`config.mk`:
```
export PLATFORM = sky130hd
export DESIGN_NAME = waveform_frame_measure
export DESIGN_NICKNAME = d
export VERILOG_FILES = /design/src/rtl/wfm_pkg.sv /design/src/rtl/wfm_ram.sv /design/src/rtl/wfm_datapath.sv /design/src/rtl/wfm_ctrl.sv /design/src/rtl/waveform_frame_measure.sv
export SDC_FILE = /design/constraint.sdc
export NUM_CORES = 2
export LEC_CHECK = 0
export BUFFER_PORTS_ARGS = -buffer_cell sky130_fd_sc_hd__clkbuf_2
export CAP_MARGIN = 20
export CORE_MARGIN = 3
export CORE_UTILIZATION = 45
export DETAILED_ROUTE_END_ITERATION = 16
export REMOVE_ABC_BUFFERS = 1
export SLEW_MARGIN = 5
export SYNTH_ARGS = -nofsm -noshare
export SYNTH_HDL_FRONTEND = slang
export SYNTH_SLANG_ARGS = --single-unit
```
`constraint.sdc`:
```
create_clock -name clock -period 9.2 [get_ports clock]
set_input_delay 0.46 -clock clock [delete_from_list [all_inputs] [get_ports clock]]
set_output_delay 0.46 -clock clock [all_outputs]
set_load 0.1 [all_outputs]
```
`src/rtl/wfm_pkg.sv`:
```
// shared types and constants for the waveform frame measure block
// no dependencies
package wfm_pkg;

   localparam int FRAME_SAMPLES  = 192;
   localparam int SCREEN_COLUMNS = 96;
   localparam int PAIRS          = SCREEN_COLUMNS / 2;
   localparam int ADDR_W         = $clog2(FRAME_SAMPLES);
   localparam int CNT_W          = $clog2(FRAME_SAMPLES + 1);
   localparam int PAIR_W         = 6;
   localparam int LAST_ADDR      = FRAME_SAMPLES - 1;

   localparam logic [0:0] CSR_TIME_SCALE = 1'd0;
   localparam logic [0:0] CSR_VERT_OFF   = 1'd1;

   typedef enum logic [3:0] {
      ST_LOAD,
      ST_MID,
      ST_SCAN_ADDR,
      ST_SCAN,
      ST_PERIOD,
      ST_DIV,
      ST_VPP,
      ST_ROW_A,
      ST_ROW_B,
      ST_ROW_C,
      ST_EMIT
   } state_type;

   typedef struct packed {
      logic load;        // store sample, update min/max
      logic calc_mid;
      logic scan_start;  // set up crossing scan
      logic scan_step;
      logic period;      // set up frequency divide
      logic div_step;
      logic vpp_start;
      logic row_addr0;   // issue read for column 2k
      logic row_addr1;   // issue read for column 2k+1, capture first
      logic row_cap1;    // capture second
      logic emit;        // result taken, advance pair
   } cmd_type;

   typedef struct packed {
      logic frame_full;
      logic scan_done;
      logic div_done;
      logic last_pair;
   } sts_type;

endpackage

```
`src/rtl/wfm_ram.sv`:
```
// generic single-port write, single-port read ram with registered read
// no dependencies
module wfm_ram #(
   parameter int WIDTH = 8,
   parameter int DEPTH = 192
) (
   input  logic                     clock,
   input  logic                     wr_en,
   input  logic [$clog2(DEPTH)-1:0] wr_addr,
   input  logic [WIDTH-1:0]         wr_data,
   input  logic [$clog2(DEPTH)-1:0] rd_addr,
   output logic [WIDTH-1:0]         rd_data
);
   logic [WIDTH-1:0] mem [DEPTH];

   always_ff @(posedge clock) begin
      if (wr_en) begin
         mem[wr_addr] <= wr_data;
      end
      rd_data <= mem[rd_addr];
   end
endmodule

```
`src/rtl/wfm_datapath.sv`:
```
// datapath: sample store, min/max, crossing scan, serial divider, screen rows
// depends on wfm_pkg and wfm_ram
module wfm_datapath
   import wfm_pkg::*;
(
   input  logic             clock,
   input  logic             reset,
   input  cmd_type          cmd,
   output sts_type          sts,
   input  logic [7:0]       sample,
   input  logic [2:0]       time_scale,
   input  logic [5:0]       vert_off,
   output logic [PAIR_W-1:0] column_pair,
   output logic [7:0]       row_first,
   output logic [7:0]       row_second,
   output logic [7:0]       sample_max,
   output logic [7:0]       sample_min,
   output logic [7:0]       sample_mid,
   output logic [7:0]       start_index,
   output logic [7:0]       end_index,
   output logic [12:0]      vpp_millivolts,
   output logic [12:0]      freq_khz_q8,
   output logic             period_found
);
   logic [CNT_W-1:0]  load_cnt_ff;
   logic [7:0]        max_ff, min_ff, mid_ff;
   logic [ADDR_W-1:0] rd_addr;
   logic [7:0]        rd_data;
   logic [ADDR_W-1:0] scan_ff;     // index of sample now on rd_data
   logic [7:0]        prev_ff;
   logic              prev_ok_ff;
   logic              first_ff, found_ff, scan_done_ff;
   logic [ADDR_W:0]   start_ff, end_ff;
   // restoring divider, 13-bit quotient
   logic [23:0]       rem_ff;
   logic [23:0]       dvs_ff;
   logic [12:0]       quo_ff;
   logic [4:0]        dcnt_ff;
   logic [12:0]       freq_ff, vpp_ff;
   logic [39:0]       vpp_prod;
   logic [PAIR_W-1:0] pair_ff;
   logic [7:0]        row0_ff, row1_ff;
   logic [ADDR_W:0]   col;

   wfm_ram #(.WIDTH(8), .DEPTH(FRAME_SAMPLES)) u_store (
      .clock   (clock),
      .wr_en   (cmd.load),
      .wr_addr (load_cnt_ff[ADDR_W-1:0]),
      .wr_data (sample),
      .rd_addr (rd_addr),
      .rd_data (rd_data)
   );

   // column index modulo frame length, single subtract suffices
   always_comb begin
      col = '0;
      col = {pair_ff, 1'b0} + (cmd.row_addr1 ? 1'b1 : 1'b0);
      if (col >= (ADDR_W+1)'(FRAME_SAMPLES)) col = col - (ADDR_W+1)'(FRAME_SAMPLES);
      if (cmd.row_addr0 || cmd.row_addr1) rd_addr = col[ADDR_W-1:0];
      else if (cmd.scan_start)            rd_addr = '0;
      else                                rd_addr = scan_ff + 1'b1;
   end

   // peak-to-peak: (max - min) * 5000 / 255 = d * 1000 / 51, times 2^24/51
   // rounded up, exact for every d up to 255
   assign vpp_prod = 40'(max_ff - min_ff) * 40'd328966000;

   function automatic logic [7:0] row_of(input logic [7:0] s, input logic [7:0] m,
                                         input logic [5:0] off);
      logic signed [9:0] d, q, r;
      d = $signed({2'b00, m}) - $signed({2'b00, s});
      q = (d < 0) ? -((-d) >>> 2) : (d >>> 2);
      r = 10'sd32 + q + $signed({{4{off[5]}}, off});
      return r[7:0];
   endfunction

   always_ff @(posedge clock) begin
      if (reset) begin
         load_cnt_ff <= '0;
         max_ff      <= 8'd0;
         min_ff      <= 8'd255;
         dcnt_ff     <= '0;
      end else begin
         if (cmd.load) begin
            load_cnt_ff <= load_cnt_ff + 1'b1;
            if (sample > max_ff) max_ff <= sample;
            if (sample < min_ff) min_ff <= sample;
         end
         if (cmd.calc_mid) begin
            mid_ff      <= 8'(({1'b0, max_ff} + {1'b0, min_ff}) >> 1);
            load_cnt_ff <= '0;
         end
         if (cmd.emit && sts.last_pair) begin
            max_ff <= 8'd0;
            min_ff <= 8'd255;
         end
         if (cmd.period) dcnt_ff <= 5'd13;
         else if (cmd.div_step && dcnt_ff != 0) dcnt_ff <= dcnt_ff - 1'b1;
      end
   end

   // crossing scan: one sample per cycle from the store
   always_ff @(posedge clock) begin
      if (cmd.scan_start) begin
         scan_ff      <= '0;
         prev_ok_ff   <= 1'b0;
         first_ff     <= 1'b0;
         found_ff     <= 1'b0;
         scan_done_ff <= 1'b0;
         start_ff     <= '0;
         end_ff       <= '0;
      end else if (cmd.scan_step && !scan_done_ff) begin
         prev_ff    <= rd_data;
         prev_ok_ff <= 1'b1;
         scan_ff    <= scan_ff + 1'b1;
         if (prev_ok_ff && prev_ff < mid_ff && rd_data >= mid_ff) begin
            if (!first_ff) begin
               first_ff <= 1'b1;
               start_ff <= {1'b0, scan_ff};
               end_ff   <= {1'b0, scan_ff};
            end else if ({1'b0, scan_ff} > start_ff + 1'b1) begin
               found_ff     <= 1'b1;
               end_ff       <= {1'b0, scan_ff};
               scan_done_ff <= 1'b1;
            end
         end
         if (scan_ff == ADDR_W'(LAST_ADDR)) scan_done_ff <= 1'b1;
      end
      if (cmd.period) begin
         rem_ff <= 24'd4096;
         dvs_ff <= 24'(end_ff - start_ff) *
                   24'((time_scale == 3'd0) ? 3'd1 : time_scale);
         quo_ff <= '0;
      end else if (cmd.div_step && dcnt_ff != 0) begin
         if (rem_ff >= (dvs_ff << (dcnt_ff - 1'b1))) begin
            rem_ff <= rem_ff - (dvs_ff << (dcnt_ff - 1'b1));
            quo_ff <= quo_ff | (13'd1 << (dcnt_ff - 1'b1));
         end
      end else if (cmd.div_step) begin
         freq_ff <= found_ff ? quo_ff : 13'd0;
      end
      if (cmd.vpp_start) vpp_ff <= vpp_prod[36:24];
      if (cmd.period) pair_ff <= '0;
      else if (cmd.emit) pair_ff <= pair_ff + 1'b1;
      if (cmd.row_addr1) row0_ff <= row_of(rd_data, mid_ff, vert_off);
      if (cmd.row_cap1)  row1_ff <= row_of(rd_data, mid_ff, vert_off);
   end

   assign sts.frame_full = (load_cnt_ff == CNT_W'(FRAME_SAMPLES));
   assign sts.scan_done  = scan_done_ff;
   assign sts.div_done   = (dcnt_ff == 0);
   assign sts.last_pair  = (pair_ff == PAIR_W'(PAIRS - 1));

   assign column_pair    = pair_ff;
   assign row_first      = row0_ff;
   assign row_second     = row1_ff;
   assign sample_max     = max_ff;
   assign sample_min     = min_ff;
   assign sample_mid     = mid_ff;
   assign start_index    = 8'(start_ff);
   assign end_index      = 8'(end_ff);
   assign vpp_millivolts = vpp_ff;
   assign freq_khz_q8    = freq_ff;
   assign period_found   = found_ff;
endmodule

```
`src/rtl/wfm_ctrl.sv`:
```
// controller state machine sequencing load, scan, divides and result output
// depends on wfm_pkg
module wfm_ctrl
   import wfm_pkg::*;
(
   input  logic    clock,
   input  logic    reset,
   input  logic    req_tvalid,
   output logic    req_tready,
   output logic    rsp_tvalid,
   input  logic    rsp_tready,
   output logic    rsp_tlast,
   input  sts_type sts,
   output cmd_type cmd
);
   state_type state_ff, state_in;

   always_ff @(posedge clock) begin
      if (reset) state_ff <= ST_LOAD;
      else       state_ff <= state_in;
   end

   always_comb begin
      state_in = state_ff;
      case (state_ff)
         ST_LOAD:      if (sts.frame_full) state_in = ST_MID;
         ST_MID:       state_in = ST_SCAN_ADDR;
         ST_SCAN_ADDR: state_in = ST_SCAN;
         ST_SCAN:      if (sts.scan_done) state_in = ST_PERIOD;
         ST_PERIOD:    state_in = ST_DIV;
         ST_DIV:       if (sts.div_done) state_in = ST_VPP;
         ST_VPP:       state_in = ST_ROW_A;
         ST_ROW_A:     state_in = ST_ROW_B;
         ST_ROW_B:     state_in = ST_ROW_C;
         ST_ROW_C:     state_in = ST_EMIT;
         ST_EMIT: begin
            if (rsp_tready) state_in = sts.last_pair ? ST_LOAD : ST_ROW_A;
         end
         default:      state_in = ST_LOAD;
      endcase
   end

   always_comb begin
      cmd        = '0;
      req_tready = 1'b0;
      rsp_tvalid = 1'b0;
      rsp_tlast  = 1'b0;
      case (state_ff)
         ST_LOAD: begin
            req_tready = !sts.frame_full;
            cmd.load   = req_tvalid && !sts.frame_full;
         end
         ST_MID:       cmd.calc_mid   = 1'b1;
         ST_SCAN_ADDR: cmd.scan_start = 1'b1;
         ST_SCAN:      cmd.scan_step  = 1'b1;
         ST_PERIOD:    cmd.period     = 1'b1;
         ST_DIV:       cmd.div_step   = 1'b1;
         ST_VPP:       cmd.vpp_start  = 1'b1;
         ST_ROW_A:     cmd.row_addr0  = 1'b1;
         ST_ROW_B:     cmd.row_addr1  = 1'b1;
         ST_ROW_C:     cmd.row_cap1   = 1'b1;
         ST_EMIT: begin
            rsp_tvalid = 1'b1;
            rsp_tlast  = sts.last_pair;
            cmd.emit   = rsp_tready;
         end
         default: ;
      endcase
   end

   // no sample is taken while results are pending
   assert property (@(posedge clock) disable iff (reset)
      rsp_tvalid |-> !req_tready) else $error("input accepted during output");
   // a frame's results end on the last pair
   assert property (@(posedge clock) disable iff (reset)
      (rsp_tvalid && rsp_tready && rsp_tlast) |=> state_ff == ST_LOAD)
      else $error("frame did not end after last result");
   // a stalled result stays offered
   assert property (@(posedge clock) disable iff (reset)
      (rsp_tvalid && !rsp_tready) |=> rsp_tvalid) else $error("result dropped");
endmodule

```
`src/rtl/waveform_frame_measure.sv`:
```
// top level of the waveform frame measure block
// depends on wfm_pkg, wfm_ctrl, wfm_datapath, wfm_ram
//
// usage:
//  - req channel: one 8-bit adc sample per transaction, tdata[7:0] = sample
//  - a frame is 192 samples, loaded one per cycle into the sample store
//  - after the last sample the block scans the store for midpoint crossings,
//    runs a 13-step serial divide for the frequency and takes peak-to-peak
//    from one reciprocal multiply, then emits 48 rsp transactions, one per
//    column pair
//  - each rsp transaction needs two store reads plus the offer, since the
//    sample store has a single read port
//  - rsp tlast marks the final column pair of the frame
//  - req_tready is low from the last sample until the last result is taken
//  - a stalled rsp holds its transaction until rsp_tready
//  - csr channel writes time_scale_code (index 0) or vertical_offset
//    (index 1); it is always ready and should be used only when idle
//  - synchronous reset clears the load and divide counters, min/max, the state
//    machine and csr values; store contents are not cleared
module waveform_frame_measure
   import wfm_pkg::*;
(
   input  logic        clock,
   input  logic        reset,
   input  logic        req_tvalid,
   output logic        req_tready,
   input  logic [7:0]  req_tdata,   // sample
   output logic        rsp_tvalid,
   input  logic        rsp_tready,
   // column_pair[5:0], row_first[13:6], row_second[21:14], sample_max[29:22],
   // sample_min[37:30], sample_mid[45:38], start_index[53:46], end_index[61:54],
   // vpp_millivolts[74:62], freq_khz_q8[87:75], zero fill [95:88]
   output logic [95:0] rsp_tdata,
   output logic        rsp_tuser,   // period_found
   output logic        rsp_tlast,
   input  logic        csr_valid,
   output logic        csr_ready,
   input  logic [0:0]  csr_index,
   input  logic [7:0]  csr_data
);
   cmd_type cmd;
   sts_type sts;
   logic [2:0] scale_ff;
   logic [5:0] offset_ff;
   logic [PAIR_W-1:0] column_pair;
   logic [7:0]  row_first, row_second, smax, smin, smid, sidx, eidx;
   logic [12:0] vpp, freq;
   logic        found;

   // configuration registers
   assign csr_ready = 1'b1;
   always_ff @(posedge clock) begin
      if (reset) begin
         scale_ff  <= 3'd1;
         offset_ff <= 6'd0;
      end else if (csr_valid) begin
         case (csr_index)
            CSR_TIME_SCALE: scale_ff  <= csr_data[2:0];
            CSR_VERT_OFF:   offset_ff <= csr_data[5:0];
            default: ;
         endcase
      end
   end

   wfm_ctrl u_ctrl (
      .clock      (clock),
      .reset      (reset),
      .req_tvalid (req_tvalid),
      .req_tready (req_tready),
      .rsp_tvalid (rsp_tvalid),
      .rsp_tready (rsp_tready),
      .rsp_tlast  (rsp_tlast),
      .sts        (sts),
      .cmd        (cmd)
   );

   wfm_datapath u_dp (
      .clock          (clock),
      .reset          (reset),
      .cmd            (cmd),
      .sts            (sts),
      .sample         (req_tdata),
      .time_scale     (scale_ff),
      .vert_off       (offset_ff),
      .column_pair    (column_pair),
      .row_first      (row_first),
      .row_second     (row_second),
      .sample_max     (smax),
      .sample_min     (smin),
      .sample_mid     (smid),
      .start_index    (sidx),
      .end_index      (eidx),
      .vpp_millivolts (vpp),
      .freq_khz_q8    (freq),
      .period_found   (found)
   );

   // pack result fields, lowest first
   assign rsp_tdata = {8'd0, freq, vpp, eidx, sidx, smid, smin, smax,
                       row_second, row_first, column_pair};
   assign rsp_tuser = found;
endmodule
```
==> summary.md <==
| Metric | Value |
|---|---|
| # Max-Cap Violations | `0` |
| Synth cell types | `77` |
| Pre-CTS WS | `633 ps` |
| Async S/R FF share, synth | `0` |
| Post-synthesis sequential area ratio | `0.631` |
| Final Worst Setup Slack | `913 ps` |
| Most common cell type on the critical path | `inv_1` |
| Synthesized netlist cell count | `6,782` |
| Critical Path Max Stage Delay | `510 ps` |
| Initial Util | `0.456` |
| Worst-Skew Late Latency | `840 ps` |
| Tmin final | `8290 ps` |
| Most common cell in the synthesized netlist | `edfxtp_1` |
| First-pass GRT wire length | `329,000 µm` |
| CP arrival | `8790 ps` |
| Vias/cell | `5.76` |
| Max VDD drop | `0.698 mV` |
| Internal power | `18.5 mW` |
| Routed WL | `219,000 µm` |
| Overall via count from detail_route | `53,200` |
| Chip height | `430 µm` |
| Flop-to-flop setup slack | `910 ps` |
| Setup Fix Bufs, Post-CTS | `0` |
| Dominant cell type by area after synthesis | `edfxtp_1` |
| CTS buffer count | `182` |
| Reg power frac | `0.319` |
| WL/cell | `23.7 µm` |
| DP Area | `83,500 µm²` |
| Gate power share | `0.437` |
| Final period util | `0.901` |
| Fillers | `15,400` |
| Layout Skew | `61.5 ps` |
| CTS Sinks | `1,739` |
| Yosys Warn Count | `0` |
| Unrepaired setup endpoints after global routing | `no` |
| Psw | `10.6 mW` |
| Most frequent cells after synthesis | `edfxtp_1, nand2_1, nand3_1, inv_1, nor2_1` |
| Synthesis-to-finish area growth | `10.6%` |
| Worst setup path category | `register to register` |
| Mapped Avg Cell Area | `11.9 µm²` |
| Worst-path fanout max | `8` |
| CTS tree | `done` |
| Data required, critical path | `9710 ps` |
| Type of destination of the critical path | `register` |
| CP startpoint kind | `register` |
| Final setup fails | `0` |
| Status | `complete, no violations` |
| Switching part of the total | `0.364` |
| CTS clk-pin slew, worst paths | `60 ps` |
| Power density cells | `325 nW/µm²` |
| Clock Tree Root | `clkbuf_16` |
| Die area | `185,000 µm²` |
| DRT Pass-1 Iters | `5` |
| Top Ports | `123` |
| Dominant cells by area after synthesis | `edfxtp_1, nand2_1, ha_1` |
| HP Class | `input port to register` |
| DRT antenna net count | `0` |
| #FFs+latches synth | `1,739` |
| Hold Violations, Final | `0` |
| Clock buffer depth | `3` |
| Port bufs | `111` |
| Routability Congestion | `0.888` |
| Synth Flop Type | `edfxtp_1` |
| Finished Cell Area | `89,400 µm²` |
| Number of flops mapped to enable cells by yosys | `1,618` |
| Vias in the first global route | `51,400` |
| Clock group share of total power | `0.244` |
| Max_slew headroom | `0.220` |
| Initial antenna violation count | `7` |
| Share of layout cells above drive strength 1 | `0.0729` |
| Die width | `430 µm` |
| Static Leak | `32.0 nW` |
| Largest net degree at the start of global routing | `182` |
| Synthesized cell area | `80,800 µm²` |
| Floorplan row count | `154` |
| Nets | `7,187` |
| Synth top area share | `0.601` |
| F_max | `121 MHz` |
| # DRC | `0` |
| H-Tree Level Count | `4` |
| Starting DRC count in detailed routing | `5,612` |
| Total Routing Usage GR | `0.233` |
| Post-detail-place hpwl | `134,000 µm` |
| Final slew viol count | `0` |
| Pin slew with the least headroom to its limit | `1160 ps` |
| Placeable Area | `177,000 µm²` |
| Slowest cell on the critical path | `fa_1` |
| Grt ovf | `0` |
## routing by layer
metal / vias up / track usage / part of all wire
met5: - / 0 / 0
met4: 0 / 0.0742 / 0.030
met3: 334 / 0.0380 / 0.073
met2: 1922 / 0.369 / 0.47
met1: 26500 / 0.330 / 0.43
li1: 24500 / - / -
## power by group through the flow
stage / sequential [mW] / clock, mW / combinational [mW]
floorplan: 9.46 / 0 / 9.86
global placement: 9.43 / 0 / 12.3
detailed placement: 9.43 / 0 / 12.6
CTS: 9.26 / 7.18 / 12.7
global route: 9.26 / 7.51 / 14.5
finish: 9.26 / 7.09 / 12.7
## repair_timing
item                                   CTS  global route
resized for setup                        0             1
hold buffers                            13             0
endpoints found under the hold margin   44             0
setup endpoints to repair                0             1
## path summary, 6_finish.rpt
path,endpoint,start,cells past startpoint
setup / recovery,u_dp.vpp_millivolts[12],u_dp.sample_min[0],32
hold / removal,u_dp.u_store.mem[134][6],req_tdata[6],1
setup reg to reg,u_dp.vpp_millivolts[12],u_dp.sample_min[0],32
hold reg to reg,u_dp.prev_ff[3],u_dp.u_store.rd_data[3],0
## through the flow
step | power, mW | instances | setup TNS [ps] | utilization | hold slack, ps
floorplan | 19.3 | 6367 | -98860 | - | 408
global placement | 21.7 | 8899 | 0 | 0.471 | 416
detailed placement | 22.0 | 8901 | 0 | 0.471 | 418
CTS | 29.2 | 9233 | 0 | 0.504 | 16.8
global route | 31.3 | 9237 | 0 | 0.504 | 36.7
finish | 29.0 | 9240 | 0 | 0.504 | 80.7
## sequential cells by signal (all words and copies together), names as in the netlist, 5 cells and up
register	cells
u_dp.freq_khz_q8	13
u_dp.row_first	8
u_dp.dcnt_ff	5
u_dp.column_pair	6
u_dp.prev_ff	8
u_dp.start_ff	8
offset_ff	6
u_dp.row_second	8
u_dp.load_cnt_ff	8
u_dp.u_store.rd_data	8
u_dp.rem_ff	24
u_dp.scan_ff	8
u_dp.quo_ff	13
u_dp.sample_min	8
u_dp.vpp_millivolts	13
u_dp.sample_max	8
u_dp.sample_mid	8
u_dp.end_ff	8
u_dp.u_store.mem	1536
u_dp.dvs_ff	24
## logic make-up after synthesis
kind of cell / synth area share
muxes: 0.0120
and+or+nand+nor: 0.147
buffers and inverters: 0.0384
AOI/OAI and AO/OA: 0.0830
adders and majority gates: 0.0751
xor gates and xnor gates: 0.0137
DFF: 0.631
other: 0.0000929
## layout by cell type, fill, tap and decap left out, types with 23 or more instances in the layout
| master | n |
|---|---|
| edfxtp_1 | 1618 |
| nand2_1 | 1445 |
| nand3_1 | 515 |
| inv_1 | 338 |
| nor2_1 | 337 |
| ha_1 | 266 |
| and3_1 | 198 |
| a211oi_1 | 185 |
| clkbuf_16 | 183 |
| a311oi_1 | 160 |
| fa_1 | 137 |
| a21oi_1 | 135 |
| a31oi_1 | 130 |
| dfxtp_1 | 121 |
| o21ai_0 | 104 |
| clkbuf_2 | 103 |
| xnor2_1 | 81 |
| mux2i_1 | 70 |
| buf_4 | 70 |
| clkbuf_1 | 46 |
| xor2_1 | 42 |
| clkinv_1 | 36 |
| a21boi_0 | 33 |
| nand4_1 | 32 |
| nor3_1 | 32 |
| and2_1 | 31 |
| nor2b_1 | 30 |
| a21o_1 | 29 |
| o2111ai_1 | 25 |
| clkinv_2 | 23 |
## area by class of cell
class | instances | area (µm²) | share of cell area
clock buffers | 233 | 4810 | 0.0538
clock inverters | 86 | 890 | 0.00996
repair buffers | 211 | 1550 | 0.0173
inverters | 342 | 1280 | 0.0144
diodes | 3 | 7.51 | 0.0000840
multi-input cells | 4286 | 26900 | 0.301
flip-flops and latches | 1739 | 51000 | 0.571
well taps | 2340 | 2930 | 0.0328
## critical path: cells and delay by family, from the launching register on
family          cells  cell delay [ps]
compound gates     10             2220
xor+xnor            2              600
fa+ha+maj          10             3810
buf+inv             7              490
flops               1              410
simple gates        3              510
No activity file was read; power rests on OpenSTA's default activity.
